`src/rtl/caa_pkg.sv`:
```
// caa_pkg: shared types, codes and constants for the controller authorisation arbiter
// no dependencies
`timescale 1ns / 1ps
package caa_pkg;

    localparam int MAX_CONTROLLERS_DEF  = 4;
    localparam int TICKS_PER_SECOND_DEF = 1000000;
    localparam int SUBTICK_W            = 20;

    typedef enum logic [2:0] {
        OP_TICK      = 3'd0,
        OP_SUBSCRIBE = 3'd1,
        OP_CONTROL   = 3'd2,
        OP_DISCONN   = 3'd3,
        OP_OPEN      = 3'd4,
        OP_CLOSE     = 3'd5,
        OP_FORGET    = 3'd6,
        OP_READ_PIN  = 3'd7
    } op_t;

    typedef enum logic [2:0] {
        ST_OK        = 3'd0,
        ST_REFUSED   = 3'd1,
        ST_NO_SLOT   = 3'd2,
        ST_SHORT     = 3'd3,
        ST_BAD_INDEX = 3'd4
    } status_t;

    typedef struct packed {
        logic [2:0]  operation;
        logic [47:0] peer_address;
        logic [15:0] link_id;
        logic [15:0] subscribe_word;
        logic [7:0]  write_length;
        logic [15:0] window_seconds;
        logic [3:0]  pin_index;
    } in_item_t;

    typedef struct packed {
        logic [2:0]  status;
        logic        close_link;
        logic        forward_payload;
        logic [3:0]  reply_slot;
        logic        driver_valid;
        logic [3:0]  driver_slot;
        logic        driver_ready;
        logic [31:0] driver_epoch;
        logic [4:0]  pinned_count;
        logic [16:0] window_left;
        logic        pin_added;
        logic [47:0] pin_value;
    } out_item_t;

    // controller to datapath
    typedef struct packed {
        logic load;      // capture input item
        logic scan;      // compare entry at scan index
        logic execute;   // apply the update
    } cmd_t;

    // datapath to controller
    typedef struct packed {
        logic scan_last;
    } stat_t;

endpackage

```
`src/rtl/controller_authorisation_arbiter.sv`:
```
// controller_authorisation_arbiter: top level joining sequencer and datapath
// depends on caa_pkg, caa_ctrl, caa_datapath
//
//  channel | direction | handshake           | payload
//  s_      | in        | s_valid / s_ready   | s_item (caa_pkg::in_item_t)
//  m_      | out       | m_valid / m_ready   | m_item (caa_pkg::out_item_t)
//
// each item is loaded, then scanned with one table entry compared per cycle, then
// applied in an update step; a new item is taken only once the block is back in idle
// synchronous active-low reset clears tables' valid bits, counters and window
// a stalled result holds in its register; the next item is taken once it drains
`timescale 1ns / 1ps
module controller_authorisation_arbiter #(
    parameter int MAX_CONTROLLERS  = caa_pkg::MAX_CONTROLLERS_DEF,
    parameter int TICKS_PER_SECOND = caa_pkg::TICKS_PER_SECOND_DEF
) (
    input  logic               aclk,
    input  logic               aresetn,
    input  logic               s_valid,
    output logic               s_ready,
    input  caa_pkg::in_item_t  s_item,
    output logic               m_valid,
    input  logic               m_ready,
    output caa_pkg::out_item_t m_item
);
    caa_pkg::cmd_t  cmd;
    caa_pkg::stat_t stat;

    caa_ctrl u_ctrl (
        .aclk(aclk), .aresetn(aresetn), .s_valid(s_valid), .s_ready(s_ready),
        .m_valid(m_valid), .m_ready(m_ready), .cmd(cmd), .stat(stat)
    );

    caa_datapath #(
        .MAX_CONTROLLERS(MAX_CONTROLLERS), .TICKS_PER_SECOND(TICKS_PER_SECOND)
    ) u_dp (
        .aclk(aclk), .aresetn(aresetn), .cmd(cmd), .stat(stat),
        .in_item(s_item), .out_item(m_item)
    );
endmodule

```
`src/rtl/caa_datapath.sv`:
```
// caa_datapath: tables, scan matching and update logic
// depends on caa_pkg
`timescale 1ns / 1ps
module caa_datapath #(
    parameter int MAX_CONTROLLERS  = caa_pkg::MAX_CONTROLLERS_DEF,
    parameter int TICKS_PER_SECOND = caa_pkg::TICKS_PER_SECOND_DEF
) (
    input  logic               aclk,
    input  logic               aresetn,
    input  caa_pkg::cmd_t      cmd,
    output caa_pkg::stat_t     stat,
    input  caa_pkg::in_item_t  in_item,
    output caa_pkg::out_item_t out_item
);
    localparam int N  = MAX_CONTROLLERS;
    localparam int IW = (N > 1) ? $clog2(N) : 1;
    localparam int CW = $clog2(N + 1);
    localparam logic [caa_pkg::SUBTICK_W-1:0] TPS_M1 =
        caa_pkg::SUBTICK_W'(TICKS_PER_SECOND - 1);

    caa_pkg::in_item_t item_reg;
    logic [47:0] pin_tab [N];
    logic [47:0] slot_addr [N];
    logic [15:0] slot_link [N];
    logic [N-1:0] used_reg, sub_reg;
    logic [CW-1:0] ptotal_reg;
    logic [IW-1:0] drv_slot_reg;
    logic drv_valid_reg;
    logic [31:0] epoch_reg;
    logic [16:0] wsecs_reg;
    logic [caa_pkg::SUBTICK_W-1:0] wsub_reg;
    logic [IW-1:0] scan_reg;
    // scan results
    logic pin_hit_reg, slot_hit_reg, free_found_reg;
    logic [IW-1:0] hit_idx_reg, free_idx_reg;
    caa_pkg::out_item_t out_reg;

    assign stat.scan_last = (scan_reg == IW'(N - 1));
    assign out_item = out_reg;

    // scan one entry a cycle
    always_ff @(posedge aclk) begin
        if (cmd.load) begin
            item_reg       <= in_item;
            scan_reg       <= '0;
            pin_hit_reg    <= 1'b0;
            slot_hit_reg   <= 1'b0;
            free_found_reg <= 1'b0;
        end else if (cmd.scan) begin
            if (!stat.scan_last) scan_reg <= scan_reg + 1'b1;
            if (CW'(scan_reg) < ptotal_reg && pin_tab[scan_reg] == item_reg.peer_address)
                pin_hit_reg <= 1'b1;
            if (!slot_hit_reg && used_reg[scan_reg] &&
                slot_addr[scan_reg] == item_reg.peer_address) begin
                slot_hit_reg <= 1'b1;
                hit_idx_reg  <= scan_reg;
            end
            if (!free_found_reg && !used_reg[scan_reg]) begin
                free_found_reg <= 1'b1;
                free_idx_reg   <= scan_reg;
            end
        end
    end

    // update
    logic [N-1:0] used_next, sub_next;
    logic [CW-1:0] ptotal_next;
    logic [IW-1:0] drv_slot_next;
    logic drv_valid_next;
    logic [31:0] epoch_next;
    logic [16:0] wsecs_next;
    logic [caa_pkg::SUBTICK_W-1:0] wsub_next;
    logic pin_we, slot_we, slot_new;
    logic [IW-1:0] slot_idx;
    logic [2:0] st;
    logic cl, fwd, added;
    logic [3:0] reply;
    logic [47:0] pval;

    always_comb begin
        used_next = used_reg; sub_next = sub_reg; ptotal_next = ptotal_reg;
        drv_slot_next = drv_slot_reg; drv_valid_next = drv_valid_reg;
        epoch_next = epoch_reg; wsecs_next = wsecs_reg; wsub_next = wsub_reg;
        pin_we = 1'b0; slot_we = 1'b0; slot_new = 1'b0;
        slot_idx = slot_hit_reg ? hit_idx_reg : free_idx_reg;
        st = caa_pkg::ST_OK; cl = 1'b0; fwd = 1'b0; added = 1'b0;
        reply = '0; pval = '0;
        unique case (caa_pkg::op_t'(item_reg.operation))
            caa_pkg::OP_TICK: begin
                if (wsecs_reg != 0) begin
                    if (wsub_reg == 0) begin
                        wsecs_next = wsecs_reg - 1'b1;
                        wsub_next  = TPS_M1;
                    end else begin
                        wsub_next = wsub_reg - 1'b1;
                    end
                    if (wsecs_next <= 17'd1 && wsub_next == 0) begin
                        wsecs_next = '0; wsub_next = '0;
                    end
                end
            end
            caa_pkg::OP_SUBSCRIBE, caa_pkg::OP_CONTROL: begin
                if (!pin_hit_reg && (wsecs_reg == 0 || ptotal_reg >= CW'(N))) begin
                    st = caa_pkg::ST_REFUSED; cl = 1'b1;
                end else begin
                    if (!pin_hit_reg) begin
                        pin_we = 1'b1; ptotal_next = ptotal_reg + 1'b1; added = 1'b1;
                        wsecs_next = '0; wsub_next = '0;
                    end
                    if (!slot_hit_reg && !free_found_reg) begin
                        st = caa_pkg::ST_NO_SLOT;
                    end else begin
                        slot_we = 1'b1;
                        slot_new = !slot_hit_reg;
                        used_next[slot_idx] = 1'b1;
                        if (slot_new) sub_next[slot_idx] = 1'b0;
                        reply = 4'(slot_idx);
                        if (item_reg.operation == caa_pkg::OP_SUBSCRIBE) begin
                            if (item_reg.write_length < 8'd2) begin
                                st = caa_pkg::ST_SHORT;
                            end else begin
                                sub_next[slot_idx] = item_reg.subscribe_word != 0;
                                if (sub_next[slot_idx] && !drv_valid_reg) begin
                                    drv_valid_next = 1'b1; drv_slot_next = slot_idx;
                                    epoch_next = epoch_reg + 1'b1;
                                end
                            end
                        end else begin
                            if (!(drv_valid_reg && drv_slot_reg == slot_idx)) begin
                                drv_valid_next = 1'b1; drv_slot_next = slot_idx;
                                epoch_next = epoch_reg + 1'b1;
                            end
                            fwd = item_reg.write_length != 0;
                        end
                    end
                end
            end
            caa_pkg::OP_DISCONN: begin
                if (slot_hit_reg) begin
                    used_next[hit_idx_reg] = 1'b0; sub_next[hit_idx_reg] = 1'b0;
                    if (drv_valid_reg && drv_slot_reg == hit_idx_reg) begin
                        drv_valid_next = 1'b0; drv_slot_next = '0;
                        epoch_next = epoch_reg + 1'b1;
                    end
                end
            end
            caa_pkg::OP_OPEN: begin
                wsecs_next = (item_reg.window_seconds == 0) ? 17'd0
                             : 17'(item_reg.window_seconds) + 17'd1;
                wsub_next = '0;
            end
            caa_pkg::OP_CLOSE: begin
                wsecs_next = '0; wsub_next = '0;
            end
            caa_pkg::OP_FORGET: begin
                ptotal_next = '0; wsecs_next = '0; wsub_next = '0;
                used_next = '0; sub_next = '0; drv_valid_next = 1'b0;
                drv_slot_next = '0; epoch_next = epoch_reg + 1'b1; added = 1'b1;
            end
            caa_pkg::OP_READ_PIN: begin
                if (5'(item_reg.pin_index) < 5'(ptotal_reg))
                    pval = pin_tab[item_reg.pin_index[IW-1:0]];
                else
                    st = caa_pkg::ST_BAD_INDEX;
            end
            default: ;
        endcase
    end

    // table writes
    always_ff @(posedge aclk) begin
        if (cmd.execute) begin
            if (pin_we) pin_tab[ptotal_reg[IW-1:0]] <= item_reg.peer_address;
            if (slot_we) begin
                slot_link[slot_idx] <= item_reg.link_id;
                if (slot_new) slot_addr[slot_idx] <= item_reg.peer_address;
            end
        end
    end

    // control state and result
    always_ff @(posedge aclk) begin
        if (!aresetn) begin
            used_reg <= '0; sub_reg <= '0; ptotal_reg <= '0; drv_slot_reg <= '0;
            drv_valid_reg <= 1'b0; epoch_reg <= '0; wsecs_reg <= '0; wsub_reg <= '0;
        end else if (cmd.execute) begin
            used_reg <= used_next; sub_reg <= sub_next; ptotal_reg <= ptotal_next;
            drv_slot_reg <= drv_slot_next; drv_valid_reg <= drv_valid_next;
            epoch_reg <= epoch_next; wsecs_reg <= wsecs_next; wsub_reg <= wsub_next;
            out_reg.status          <= st;
            out_reg.close_link      <= cl;
            out_reg.forward_payload <= fwd;
            out_reg.reply_slot      <= reply;
            out_reg.driver_valid    <= drv_valid_next;
            out_reg.driver_slot     <= drv_valid_next ? 4'(drv_slot_next) : 4'd0;
            out_reg.driver_ready    <= drv_valid_next && used_next[drv_slot_next]
                                       && sub_next[drv_slot_next];
            out_reg.driver_epoch    <= epoch_next;
            out_reg.pinned_count    <= 5'(ptotal_next);
            out_reg.window_left     <= wsecs_next;
            out_reg.pin_added       <= added;
            out_reg.pin_value       <= pval;
        end
    end

`ifndef NO_ASSERTIONS
    a_ptotal: assert property (@(posedge aclk) disable iff (!aresetn)
        ptotal_reg <= CW'(N)) else $error("pinned count overflow");
    a_sub_used: assert property (@(posedge aclk) disable iff (!aresetn)
        (sub_reg & ~used_reg) == '0) else $error("subscribed slot not in use");
    a_drv: assert property (@(posedge aclk) disable iff (!aresetn)
        drv_valid_reg |-> used_reg[drv_slot_reg]) else $error("driver slot unused");
`endif
endmodule

```
`src/rtl/caa_ctrl.sv`:
```
// caa_ctrl: sequencer for load, scan, execute and result handshake
// depends on caa_pkg
`timescale 1ns / 1ps
module caa_ctrl (
    input  logic           aclk,
    input  logic           aresetn,
    input  logic           s_valid,
    output logic           s_ready,
    output logic           m_valid,
    input  logic           m_ready,
    output caa_pkg::cmd_t  cmd,
    input  caa_pkg::stat_t stat
);
    typedef enum logic [2:0] {
        S_IDLE = 3'b001,
        S_SCAN = 3'b010,
        S_EXEC = 3'b100
    } state_t;

    state_t state_reg, state_next;
    logic   mv_reg, mv_next;

    // a new item is taken in idle once the result register is free or emptying
    assign s_ready = (state_reg == S_IDLE) && (!mv_reg || m_ready);
    assign m_valid = mv_reg;
    assign cmd.load    = s_valid && s_ready;
    assign cmd.scan    = (state_reg == S_SCAN);
    assign cmd.execute = (state_reg == S_EXEC);

    always_comb begin
        state_next = state_reg;
        mv_next = mv_reg && !m_ready;
        unique case (state_reg)
            S_IDLE: if (cmd.load) state_next = S_SCAN;
            S_SCAN: if (stat.scan_last) state_next = S_EXEC;
            S_EXEC: begin
                state_next = S_IDLE;
                mv_next = 1'b1;
            end
            default: state_next = S_IDLE;
        endcase
    end

    always_ff @(posedge aclk) begin
        if (!aresetn) begin
            state_reg <= S_IDLE;
            mv_reg    <= 1'b0;
        end else begin
            state_reg <= state_next;
            mv_reg    <= mv_next;
        end
    end

`ifndef NO_ASSERTIONS
    a_exec_free: assert property (@(posedge aclk) disable iff (!aresetn)
        (state_reg == S_EXEC) |-> !mv_reg) else $error("result overwritten");
    a_after_exec: assert property (@(posedge aclk) disable iff (!aresetn)
        (state_reg == S_EXEC) |=> m_valid) else $error("result not shown");
    a_load_idle: assert property (@(posedge aclk) disable iff (!aresetn)
        cmd.load |=> (state_reg == S_SCAN)) else $error("load not followed by scan");
`endif
endmodule

```
`config.mk`:
```
export PLATFORM = sky130hd
export DESIGN_NAME = controller_authorisation_arbiter
export DESIGN_NICKNAME = d
export VERILOG_FILES = /design/src/rtl/caa_pkg.sv /design/src/rtl/controller_authorisation_arbiter.sv /design/src/rtl/caa_datapath.sv /design/src/rtl/caa_ctrl.sv
export SDC_FILE = /design/constraint.sdc
export NUM_CORES = 1
export LEC_CHECK = 0
export BUFFER_PORTS_ARGS = -buffer_cell sky130_fd_sc_hd__buf_2
export CAP_MARGIN = 0
export CORE_MARGIN = 2
export CORE_UTILIZATION = 50
export CTS_BUF_LIST = sky130_fd_sc_hd__clkbuf_16
export DETAILED_ROUTE_END_ITERATION = 10
export PLACE_DENSITY_LB_ADDON = 0.15
export SYNTH_ARGS = -nofsm -noshare
export SYNTH_HDL_FRONTEND = slang
export SYNTH_HIERARCHICAL = 1
export SYNTH_SLANG_ARGS = --single-unit
```
`constraint.sdc`:
```
create_clock -name aclk -period 12.7 [get_ports aclk]
set_clock_uncertainty 0.1 [all_clocks]
set_input_delay 0.635 -clock aclk [delete_from_list [all_inputs] [get_ports aclk]]
set_output_delay 0.635 -clock aclk [all_outputs]
set_load 0.01 [all_outputs]
```
Yosys cells after proc, flatten, opt, wreduce, memory -nomap -nowiden
Memories as Yosys holds them, arrays and structs flattened. A register that Yosys moved wholly into a read port is not among the register bits.
Index checks and enable logic that the tools add are counted.
W data, S select, Z words.
{ "op_classes": {"n_reduce_logical": 52, "eq_ne": 20, "n_addsub": 6, "n_lt_le_gt_ge": 11, "n_mux": 107, "bitwise_logic": 9} }
{ "op_table": {"columns": ["operator", "n"], "rows": [
  ["$mux W32", 8],
  ["$mux W20", 7],
  ["$mux W17", 8],
  ["$eq A48 B48 Y1", 2],
  ["$pmux W32 S3", 1],
  ["$pmux W17 S4", 1],
  ["$pmux W20 S3", 1],
  ["$mux W4", 12],
  ["$logic_not A20 Y1", 2],
  ["$add A32 B1 Y32 const B", 1],
  ["$mux W1", 32],
  ["$mux W2", 14],
  ["$mux W3", 8],
  ["$pmux W4 S3", 2],
  ["$sub A20 B1 Y20 const B", 1],
  ["$pmux W3 S2", 3],
  ["$add A16 B1 Y17 const B", 1],
  ["$le A17 B1 Y1 const B", 1],
  ["$logic_and A1 B1 Y1", 17],
  ["$logic_not A17 Y1", 1],
  ["$reduce_bool A17 Y1", 1],
  ["$sub A17 B1 Y17 const B", 1],
  ["$logic_not A16 Y1", 1],
  ["$reduce_bool A16 Y1", 1],
  ["other kinds (36)", 78]
]} }
{ "totals": {"regBits": 259, "output_inout_bits": 120, "n_memories": 2, "inputBits": 115, "ramBits": 384} }
{ "mem_list": {"columns": ["memory", "words", "word_bits", "read_ports", "rd_clocked_by_memory_dff", "write_ports", "line", "source"], "rows": [
  ["u_dp.pin_tab", 4, 48, 2, 2, 1, "caa_datapath.sv:22", "logic [47:0] pin_tab [N];"],
  ["u_dp.slot_addr", 4, 48, 1, 1, 1, "caa_datapath.sv:23", "logic [47:0] slot_addr [N];"]
]} }

Logic depth before layout (Yosys ltp)
{ "depth": {"ltp_word": 25, "ltp_mapped": 13, "ltp_nobuf": 10} }

Cells and area by module
Netlist, hierarchy kept.
{ "modules_own_cells": {"columns": ["module", "cells_each", "area_each_um2", "n_inst", "seq_area_each_um2"], "rows": [
  ["caa_datapath", 2060, 30360.4, 1, 19668.9],
  ["caa_ctrl", 16, 183.9, 1, 80.1]
]} }

Worst setup path after synthesis
Ideal clock, no wire load.
{ "synth_path": {"path_type": "flip-flop to flip-flop", "startpoint": "reg u_ctrl.state_reg[2]", "endpoint": "reg u_dp.out_reg (netlist bit u_dp/out_item[0]) (enable)", "stages_incl_launch_ff": 6, "synth_period_minus_slack_ns": 6.794, "required_time_ns": 12.015, "arrival_time_ns": 6.109, "path_slack_ns": 5.906, "cell_sequence": "dfxtp_1 nor3b_1 clkbuf_1 clkinv_1 clkbuf_1 nor2_1"} }
{ "synth_lines": {"columns": ["item", "line", "source"], "rows": [
  ["from (decl)", "caa_ctrl.sv:20", "state_t state_reg, state_next;"],
  ["from (signal assigned)", "caa_ctrl.sv:49", "state_reg <= state_next;"],
  ["to (decl)", "caa_datapath.sv:36", "caa_pkg::out_item_t out_reg;"]
]} }

==> impl_metrics.env <==
export IMPL_cts_max_level=3
export IMPL_worst_setup_path_end_kind="register"
export IMPL_drv_cap=0
export IMPL_syn_area_um2=30500
export IMPL_p_per_area_nw_per_um2=137
export IMPL_drive_above_1_share_pct=23.2
export IMPL_rows=90
export IMPL_hold_class="in2reg"
export IMPL_outcome="finished, final reports clean"
export IMPL_grt_pass1_vias=18700
export IMPL_gp_congestion=0.885
export IMPL_vias=18800
export IMPL_chipHeight_um=251
export IMPL_drc_errors=0
export IMPL_ys_seq_area_share_pct=64.7
export IMPL_timing_hold_ws_ns=0.0882
export IMPL_drt_initial_drc_count=1652
export IMPL_synth_seq_cells=689
export IMPL_path_cells="buf_4 -> mux4_2 -> xnor2_1 -> nand4_1 -> nor4_1 -> nand4_1 -> nor4_1"
export IMPL_slowest_delay_ns=0.92
export IMPL_synthCells=2076
export IMPL_drtPass1Iterations=6
export IMPL_final_core_util_pct=57.4
export IMPL_core_area_um2=60400
export IMPL_synth_distinct_cells=88
export IMPL_final_common_cell="edfxtp_1"
export IMPL_path_max_fanout=41
export IMPL_crit_slowest_cell="nor4_1"
export IMPL_design_area_um2=34600
export IMPL_fmax_mhz=200
export IMPL_cts_tree="built"
export IMPL_ys_async_sr_fraction_pct=0
export IMPL_criticalPathCategory="reg2reg"
export IMPL_antenna_found_initial=1
export IMPL_final_cell_mix="edfxtp_1, buf_2, mux4_2, nor2_1, nand2_1"
export IMPL_cts_inserted_buffers=73
export IMPL_clk_path_buf_depth=3
export IMPL_crit_arrival_ns=5.13
export IMPL_cts_hold_buffers=0
export IMPL_die_area_um2=63100
export IMPL_die_w_um=251
export IMPL_synth_ff_type="edfxtp_1"
export IMPL_rsz0062_at_grt="false"
export IMPL_clkTransAtPathRegs_ns=0.06
export IMPL_wl_per_cell_um=24.3
export IMPL_yosys_warnings=6
export IMPL_wirelength_mm=75.7
export IMPL_slew_viol_final=0
export IMPL_start_util_pct=50.6
export IMPL_final_nets=2407
export IMPL_clockRootBuffer="clkbuf_16"
export IMPL_worstPathRequired_ns=12.82
export IMPL_syn2layout_area_growth_pct=13.4
export IMPL_dpl_hpwl_mm=47.9
export IMPL_ctsResizeCount=0
export IMPL_fin_crit_sh_pct=39.4
export IMPL_hold_viol_final=0
export IMPL_setup_tns_ns=0
export IMPL_n_fill_cell=4783
export IMPL_ios=235
export IMPL_ir_drop_mv=0.115
export IMPL_synth_avg_cell_area_um2=14.7
export IMPL_grt_max_degree=66
export IMPL_antenna_left=0
export IMPL_viasPerCell=6.05
export IMPL_synth_edf_count=595
export IMPL_dpl_cell_area_um2=32400
export IMPL_cts_sinks=689
export IMPL_slew_headroom_pct=25.0
export IMPL_overflow=0
export IMPL_grt_first_pass_wirelength_mm=115
export IMPL_leakagePower_nw=11.6
export IMPL_clk_latency_ns=0.62
export IMPL_io_buffer_count=212
export IMPL_finalSetupViolCount=0
export IMPL_tightest_slew_ns=1.13
export IMPL_finalCriticalPeriod_ns=5.01
export IMPL_cts_setup_buffers=0
export IMPL_track_usage_pct=24.1
export IMPL_cp_start_kind="register"
-- final cells by class --
class                      instances  area [um^2]  area share (%)
multi-input combinational       1249        10300            29.7
clock buffer                      75         1880            5.42
timing repair buffer             239         1260            3.65
inverter                          27          101           0.293
tap                              782          978            2.82
antenna                            1         2.50         0.00722
sequential                       689        19800            57.0
clock inverter                    53          360            1.04
-- power breakdown --
group	switching [W]	internal [W]
clock	0.000863	0.00113
sequential	0.0000448	0.00249
combinational	0.000132	0.0000932
-- cell usage after synthesis, types with 11 or more instances --
library cell  count  area (um^2)
edfxtp_1        595        17900
mux4_2          145         3270
nor2_1          129          484
nand2_1         115          432
dfxtp_1          94         1880
clkbuf_1         84          315
xor2_1           80          701
o21ai_0          78          390
xnor2_1          78          683
a21oi_1          67          335
nand3_1          58          290
nor2b_1          55          344
nand4_1          53          332
nor4_1           49          307
nor3_1           46          230
inv_1            26         97.6
and3_1           24          150
or2_2            16          100
a31oi_1          14         87.6
a211oi_1         13         97.6
ha_1             13          163
and2_1           12         75.1
buf_1            12         45.0
buf_2            12         60.1
mux2i_1          12          120
nand2b_1         11         68.8
o211a_1          11          110
-- cells by family after synthesis --
family | share of synthesized area (%)
buffers and inverters | 1.92
AOI/OAI and AO/OA | 6.26
muxes | 11.2
other | 0.0123
DFF | 64.7
and+or+nand+nor | 10.9
xor gates and xnor gates | 4.53
adders and majority gates | 0.533
-- per-stage QoR --
stage                     setup WS, ns  power [W]  instances
after CTS                         7.56    0.00481       3114
after global placement            7.61    0.00280       2986
after detailed placement          7.57    0.00281       2986
final                             7.69    0.00475       3115
after floorplan                   5.91    0.00271       2081
after global routing              7.46    0.00491       3115
-- layer usage --
layer	vias to the layer above	track usage (%)	share of wire [%]
met3	75	3.56	5.0
met2	542	41.0	51
met5	-	0	0
li1	8542	-	-
met4	0	6.53	1.7
met1	9686	32.5	42
-- critical path, delay by kind of cell (launching register included) --
kind,cells,cell delay (ns)
and+or+nand+nor,4,2.20
xor gates and xnor gates,1,0.23
DFF,1,0.65
buffers and inverters,1,0.77
muxes,1,0.61
-- final timing paths --
check                              to  cells after the start  slack [ns]       startpoint
setup / recovery  u_dp/hit_idx_reg[1]                      7        7.69         register
hold / removal      u_dp/item_reg[86]                      1        0.09       s_item[86]
setup reg to reg  u_dp/hit_idx_reg[1]                      7        7.69         register
hold reg to reg       u_dp/sub_reg[3]                      2        0.37  u_dp/sub_reg[3]
No activity file was read; power rests on OpenSTA's default activity.
